$ cat config.mk
export PLATFORM = sky130hd
export DESIGN_NAME = srsw_cmd_q
export DESIGN_NICKNAME = d
export VERILOG_FILES = /design/src/design/srsw_pkg.sv /design/src/design/srsw_cmd_q.sv
export SDC_FILE = /design/constraint.sdc
export NUM_CORES = 1
export LEC_CHECK = 0
export ABC_AREA = 1
export BUFFER_PORTS_ARGS = -buffer_cell sky130_fd_sc_hd__buf_2
export CAP_MARGIN = 10
export CORE_MARGIN = 2
export CORE_UTILIZATION = 53
export DETAILED_ROUTE_END_ITERATION = 10
export GPL_ROUTABILITY_DRIVEN = 0
export PLACE_DENSITY = 0.83
export SLEW_MARGIN = 15
export SYNTH_ARGS = -nofsm -noshare
export SYNTH_HDL_FRONTEND = slang
export SYNTH_SLANG_ARGS = --single-unit
$ cat constraint.sdc
create_clock -name clk -period 2.61 [get_ports clk]
set_clock_uncertainty 0.15 [all_clocks]
set_input_delay 0.522 -clock clk [delete_from_list [all_inputs] [get_ports clk]]
set_output_delay 0.522 -clock clk [all_outputs]
set_load 0.1 [all_outputs]
$ cat src/design/srsw_pkg.sv
// shared types and constants of the selective-repeat sender window
package srsw_pkg;

	localparam int SEQ_SPACE_DEF  = 256;
	localparam int MAX_WINDOW_DEF = 32;
	localparam int CMDQ_DEPTH     = 2;

	localparam int KIND_W   = 2;
	localparam int SEQ_FW   = 8;
	localparam int RES_W    = 3;
	localparam int WIN_FW   = 6;
	localparam int TMR_W    = 16;
	localparam int CFG_DW   = 16;
	localparam int CFG_IW   = 1;

	localparam logic [WIN_FW-1:0] WINDOW_SIZE_RST = WIN_FW'(8);
	localparam logic [TMR_W-1:0]  TIMEOUT_RST     = TMR_W'(200);

	typedef enum logic [CFG_IW-1:0] {
		CFG_WINDOW_SIZE   = 1'b0,
		CFG_TIMEOUT_TICKS = 1'b1
	} cfg_idx_t;

	typedef enum logic [KIND_W-1:0] {
		IN_SEND = 2'd0,
		IN_ACK  = 2'd1,
		IN_NACK = 2'd2,
		IN_TICK = 2'd3
	} in_kind_t;

	typedef enum logic [RES_W-1:0] {
		RES_SENT      = 3'd0,
		RES_FULL      = 3'd1,
		RES_RETX      = 3'd2,
		RES_ACK       = 3'd3,
		RES_IGNORED   = 3'd4,
		RES_TICK_DONE = 3'd5
	} res_kind_t;

	typedef enum logic [1:0] {
		OP_SEND   = 2'd0,
		OP_ACK    = 2'd1,
		OP_IGNORE = 2'd2,
		OP_TICK   = 2'd3
	} op_t;

	typedef enum logic [2:0] {
		ST_IDLE     = 3'd0,
		ST_SEND     = 3'd1,
		ST_ACK      = 3'd2,
		ST_ADV      = 3'd3,
		ST_TICK     = 3'd4,
		ST_TICK_UPD = 3'd5,
		ST_EMIT     = 3'd6
	} back_state_t;

	typedef struct packed {
		op_t              op;
		logic [SEQ_FW-1:0] seq;
	} cmd_t;

	typedef struct packed {
		logic full;
		logic empty;
	} qstat_t;

	typedef struct packed {
		logic [WIN_FW-1:0] window_size;
		logic [TMR_W-1:0]  timeout_ticks;
	} cfg_t;

endpackage

$ cat src/design/srsw_cmd_q.sv
// short command queue between front end and window engine
module srsw_cmd_q (
	input  logic             clk,
	input  logic             arst_n,
	input  logic             push,
	input  srsw_pkg::cmd_t   wdata,
	input  logic             pop,
	output srsw_pkg::cmd_t   head,
	output srsw_pkg::qstat_t stat
);

	localparam int DEPTH = srsw_pkg::CMDQ_DEPTH;
	localparam int AW    = (DEPTH > 1) ? $clog2(DEPTH) : 1;
	localparam int CW    = $clog2(DEPTH + 1);

	srsw_pkg::cmd_t ent_q [DEPTH];
	logic [AW-1:0]  wr_q;
	logic [AW-1:0]  rd_q;
	logic [CW-1:0]  cnt_q;
	logic           do_push;
	logic           do_pop;

	assign stat.full  = cnt_q == CW'(DEPTH);
	assign stat.empty = cnt_q == '0;
	assign head       = ent_q[rd_q];
	assign do_push    = push && !stat.full;
	assign do_pop     = pop && !stat.empty;

	always_ff @(posedge clk) begin
		if (do_push) ent_q[wr_q] <= wdata;
	end

	always_ff @(posedge clk or negedge arst_n) begin
		if (!arst_n) begin
			wr_q  <= '0;
			rd_q  <= '0;
			cnt_q <= '0;
		end else begin
			if (do_push) wr_q <= (wr_q == AW'(DEPTH - 1)) ? '0 : wr_q + 1'b1;
			if (do_pop) rd_q <= (rd_q == AW'(DEPTH - 1)) ? '0 : rd_q + 1'b1;
			if (do_push && !do_pop) cnt_q <= cnt_q + 1'b1;
			else if (do_pop && !do_push) cnt_q <= cnt_q - 1'b1;
		end
	end

endmodule

==> metrics.txt, run 1 <==
status completed; initial antenna violation count 0; Final period util 85.0%; Worst-Skew Late Latency 300 ps; area of the die 2160 um^2; final number of setup-violating endpoints 0; largest net degree at the start of global routing 14; Hold WC Path Type input port to register; ratio of cells with drive above 1 in the final layout between 20% and 30%; critical path required time 1940 ps; area of the multi-input gates 216 um^2; die span in x 46.5 um; register bit total from synthesis 24; grt ovf 0; max-slew violations 0; Num CTS Buffers 3; Vias/cell 4.71; fill count roughly 140; detailed placement HPWL between 1000 and 1500 um; nets 130; Chip Height 46.5 um; DRC 0; Arrival @ worst endpoint between 1500 and 2000 ps; Sequential Area approximately 700 um^2; setup TNS 0 ps; count of different cell masters after synthesis 13; routed len/inst 11.9 um; critical path class register to output port; achievable frequency between 400 and 500 MHz; total core area 1710 um^2; Post-CTS Resized 0; first-pass GRT wire length 2570 um; vias in the first global route 632; Slew @ Worst Pin 493 ps; cell count after synthesis 84; final hold vios 0; diode count 0; First DRT Iteration DRCs 12; Slew HR between 60% and 70%; crit-path max FO 11; max-capacitance violation count 0; syn_nets 99; GRT Total Usage 17.2%; H-tree Lvls 1; Antenna Violating Nets Remaining 0; synth warn 0; Mapped Area ~960 um^2; routed vias 654; Routed WL approximately 1700 um; Clock Tree Root clkbuf_4; Pre-antenna DRT Iters 4; Initial Utilization 56.0%; post-synth top area cell edfxtp_1; io pins 26; Area growth, synth to finish 20.7%; sequential share of the synthesized area 73.2%; Mapped Avg Cell Area 11.4 um^2; RSZ-0062 raised after global routing false; area share of the largest cell type after synthesis 62.7%; Hold Crit Start wdata[1]; Tmin final 2220 ps; largest cells by area after synthesis edfxtp_1, nand2_1, dfrtp_1; Critical Path End Type output port; clock sink total 24; worst-case clock buffer depth 2; Row Count 15; Reg clk slew, reported paths 120 ps; RR Startpoint cnt_q[0]$_DFFE_PN0P_; Buffers on Ports 25; CTS tree yes; Setup crit start kind register; CP Launch Point rd_q$_DFFE_PN0P_
==> synthesized netlist by cell type <==
| cell | n |
|---|---|
| nand2_1 | 39 |
| ha_1 | 1 |
| o21ai_0 | 2 |
| nand4_1 | 1 |
| buf_2 | 2 |
| nor2_1 | 2 |
| nor2_2 | 2 |
| xnor2_1 | 1 |
| edfxtp_1 | 20 |
| dfrtp_1 | 4 |
| nand3b_1 | 1 |
| inv_1 | 8 |
| nand3_1 | 1 |
==> critical path, cell delays in order, from the launching register on <==
cell and delay (ps):
dfrtp_1 400, inv_1 270, nand2_1 100, nand2_1 60
buf_2 410
==> timing repair <==
item | in CTS | in global routing
hold endpoints to repair | 4 | 0
setup endpoints to repair | 0 | 0
setup buffers | 0 | 0
hold buffers | 1 | 0
==> stage by stage <==
| stage | area [um^2] | hold WS (ps) | setup WS, ps | utilization, % | instances |
|---|---|---|---|---|---|
| after floorplan | 957 | 76.4 | 210 | - | 84 |
| after global placement | 1120 | 179 | 764 | 65.5 | 134 |
| after detailed placement | 1120 | 183 | 720 | 65.5 | 134 |
| after CTS | 1150 | 241 | 374 | 67.6 | 139 |
| after global routing | 1150 | 240 | 238 | 67.6 | 139 |
| final | 1150 | 247 | 390 | 67.6 | 139 |
==> layer usage <==
layer	vias up	track usage [%]	wire [um]
met5	-	0	0
met4	0	6.86	19
met3	2	3.53	57
met2	17	29.7	865
met1	304	20.7	712
li1	331	-	-
==> sequential cells by signal (all words and copies together) (netlist names) <==
| register | count |
|---|---|
| cnt_q | 2 |
| ent_q | 20 |
| wr_q | 1 |
| rd_q | 1 |
==> cell families (layout without fill, tap and decap cells) <==
logic type                 after synthesis  in the layout  share of synthesized area, %
adders and majority gates                1              1                          1.31
xor gates and xnor gates                 1              1                         0.915
buffers and inverters                   10             40                          4.18
and+or+nand+nor                         46             46                          19.3
DFF                                     24             24                          73.2
AOI/OAI and AO/OA                        2              2                          1.05
==> worst paths after layout <==
| path | to | slack, ps | cells after the start |
|---|---|---|---|
| worst min-delay path | ent_q[1][1]$_DFFE_PP_ | 250 | 1 |
| worst max register to register | cnt_q[1]$_DFFE_PN0P_ | 950 | 6 |
| min in group asynchronous | cnt_q[0]$_DFFE_PN0P_ | 380 | 2 |
| worst max-delay path | head[3] | 390 | 4 |
| max in group asynchronous | rd_q$_DFFE_PN0P_ | 1810 | 2 |
| worst min register to register | wr_q$_DFFE_PN0P_ | 370 | 2 |
==> layout make-up <==
cell class / instances / area share, %
Clock buffer: 4 / 2.28
Inverter: 8 / 2.60
Multi-Input combinational cell: 50 / 18.7
Sequential cell: 24 / 60.7
Tap cell: 25 / 2.71
Timing Repair Buffer: 28 / 13.0
==> layout by cell type (no fill, tap or decap) <==
master         synthesis  layout
nor2_1                 2       2
ha_1                   1       1
edfxtp_1              20      20
dfrtp_1                4       4
buf_4                  0       2
nand3_1                1       1
clkbuf_4               0       3
inv_1                  8       8
nor2_2                 2       2
nand2_1               39      39
nand4_1                1       1
buf_2                  2      25
nand3b_1               1       1
o21ai_0                2       2
clkbuf_1               0       1
dlygate4sd3_1          0       1
xnor2_1                1       1
Power of run 1 is not shown: default switching activity piles up to over one toggle a cycle in this logic, so the estimate is an artifact.
==> run 2: changes to the inputs <==
Settings changed: ABC_AREA 1 to 0, SKIP_CTS_REPAIR_TIMING set to 1.
==> metrics.txt, run 2 <==
final number of setup-violating endpoints 0; total core area around 1700 um^2; commonest cells in the netlist edfxtp_1, mux2_1, dfrtp_1; setup TNS 0 ps; Worst-Skew Late Latency between 200 and 300 ps; count of different cell masters after synthesis 13; First DRT Iteration DRCs 4; commonest non-fill, non-tap cell in the layout buf_2; area share of the largest cell type after synthesis between 60 and 70%; Area growth, synth to finish 19.9%; hold_ws 250 ps; area of the die 2080 um^2; max-capacitance violation count 0; first-pass GRT wire length 1970 um; Routed WL between 1000 and 1500 um; nets 96; top-count cell post-synth edfxtp_1; Hold WC Path Type input port to register; clock sink total 24; die span in x 45.7 um; final hold vios 0; CTS tree yes; initial antenna violation count 0; Antenna Violating Nets Remaining 0; grt ovf 0; largest net degree at the start of global routing 14; ratio of cells with drive above 1 in the final layout 37.5%; Tmin final ~2300 ps; Arrival @ worst endpoint roughly 1600 ps; Slew HR between 60% and 70%; reg-to-reg slack, setup just under 1000 ps; diode count 0; Mapped Area 920 um^2; Chip Height 45.7 um; crit-path max FO 11; Reg clk slew, reported paths ~120 ps; Clock Tree Root clkbuf_4; Top Registers ent_q: 20 flops, cnt_q: 2 flops; RSZ-0062 raised after global routing false; Mapped Avg Cell Area 18.4 um^2; detailed placement HPWL 911 um; Critical Path End Type output port; syn_nets 65; critical path class register to output port; register name with the most flops ent_q; Pre-antenna DRT Iters 4; critical path required time 1940 ps; register bit total from synthesis 24; io pins 26; most frequent cells in the layout buf_2, edfxtp_1, mux2_1, dfrtp_1; H-tree Lvls 1; dominant synthesized flop cell edfxtp_1; GRT Total Usage 14.1%; Slew @ Worst Pin 486 ps; post-synth top area cell edfxtp_1; DRC 0; largest cells by area after synthesis edfxtp_1, mux2_1, dfrtp_1; worst-case clock buffer depth 2; fill count 122; sequential share of the synthesized area 76.2%; status completed; cell count after synthesis 50; Initial Utilization 55.1%; Util after Layout 66.0%; Final Instance Area 1100 um^2; Setup crit start kind register; FFs w/ async S/R, synth 16.7%; number of synthesized flops with an enable pin 20; synth warn 0; Buffers on Ports 25; Final period util between 80% and 90%; routed vias roughly 490; achievable frequency between 400 and 500 MHz; Num CTS Buffers 3; Vias/cell roughly 5; routed len/inst approximately 13 um; Largest register FFs 20; vias in the first global route 477; max-slew violations 0; Row Count 15; Placed Instance Area 1070 um^2
==> run 2: changes by cell type in the layout (fill, tap and decap cells not counted), moves of 2 or more <==
cell,delta
nand2_1,-39
xor2_1,+2
o21ai_0,-2
xnor2_1,+2
nor2_2,-2
inv_1,-6
mux2_1,+10
==> run 2: cell type report <==
type	instances	area [um^2]	area share, %
multi-input combinational	23	204	18.5
inverter	2	7.51	0.681
timing repair buffer	27	143	12.9
tap	17	21.3	1.93
sequential	24	701	63.6
clock buffer	4	26.3	2.38
==> run 2: cells by family (layout without fill, tap and decap cells) <==
group           Yosys count  in the layout  synth area share, %
simple gates              6              6                 3.27
compound gates            1              1                0.544
mux                      10             10                 12.2
buf+inv                   3             33                 1.63
fa+ha+maj                 1              1                 1.36
xor+xnor                  5              5                 4.76
flops                    24             24                 76.2
==> run 2: path summary, 6_finish.rpt <==
kind	start	to	cells after the start
max	rd_q$_DFFE_PN0P_	head[0]	2
min	wdata[0]	ent_q[0][0]$_DFFE_PP_	1
max reg2reg	cnt_q[0]$_DFFE_PN0P_	cnt_q[1]$_DFFE_PN0P_	6
min reg2reg	wr_q$_DFFE_PN0P_	wr_q$_DFFE_PN0P_	1
max in group asynchronous	arst_n	rd_q$_DFFE_PN0P_	2
min in group asynchronous	arst_n	cnt_q[0]$_DFFE_PN0P_	2
==> run 2: per-stage QoR <==
stage          setup WS [ps]  std cells
3_5_place_dp             647         92
6_report                 336         97
3_3_place_gp             655         92
5_1_grt                  234         97
4_1_cts                  297         96
2_1_floorplan            250         50
==> run 2: critical path, cell delays in order, from the launching register on <==
cell	delay [ps]
dfrtp_1	640
mux2_1	370
buf_2	290
==> run 2: per-layer routing <==
| metal | share of wire, % | GRT usage [%] | vias up |
|---|---|---|---|
| met5 | 0 | 0 | - |
| met4 | 1.5 | 10.6 | 0 |
| met3 | 5.3 | 2.78 | 2 |
| met2 | 50 | 22.3 | 15 |
| met1 | 43 | 17.0 | 229 |
| li1 | - | - | 247 |
Power of run 2 is left out for the same reason.
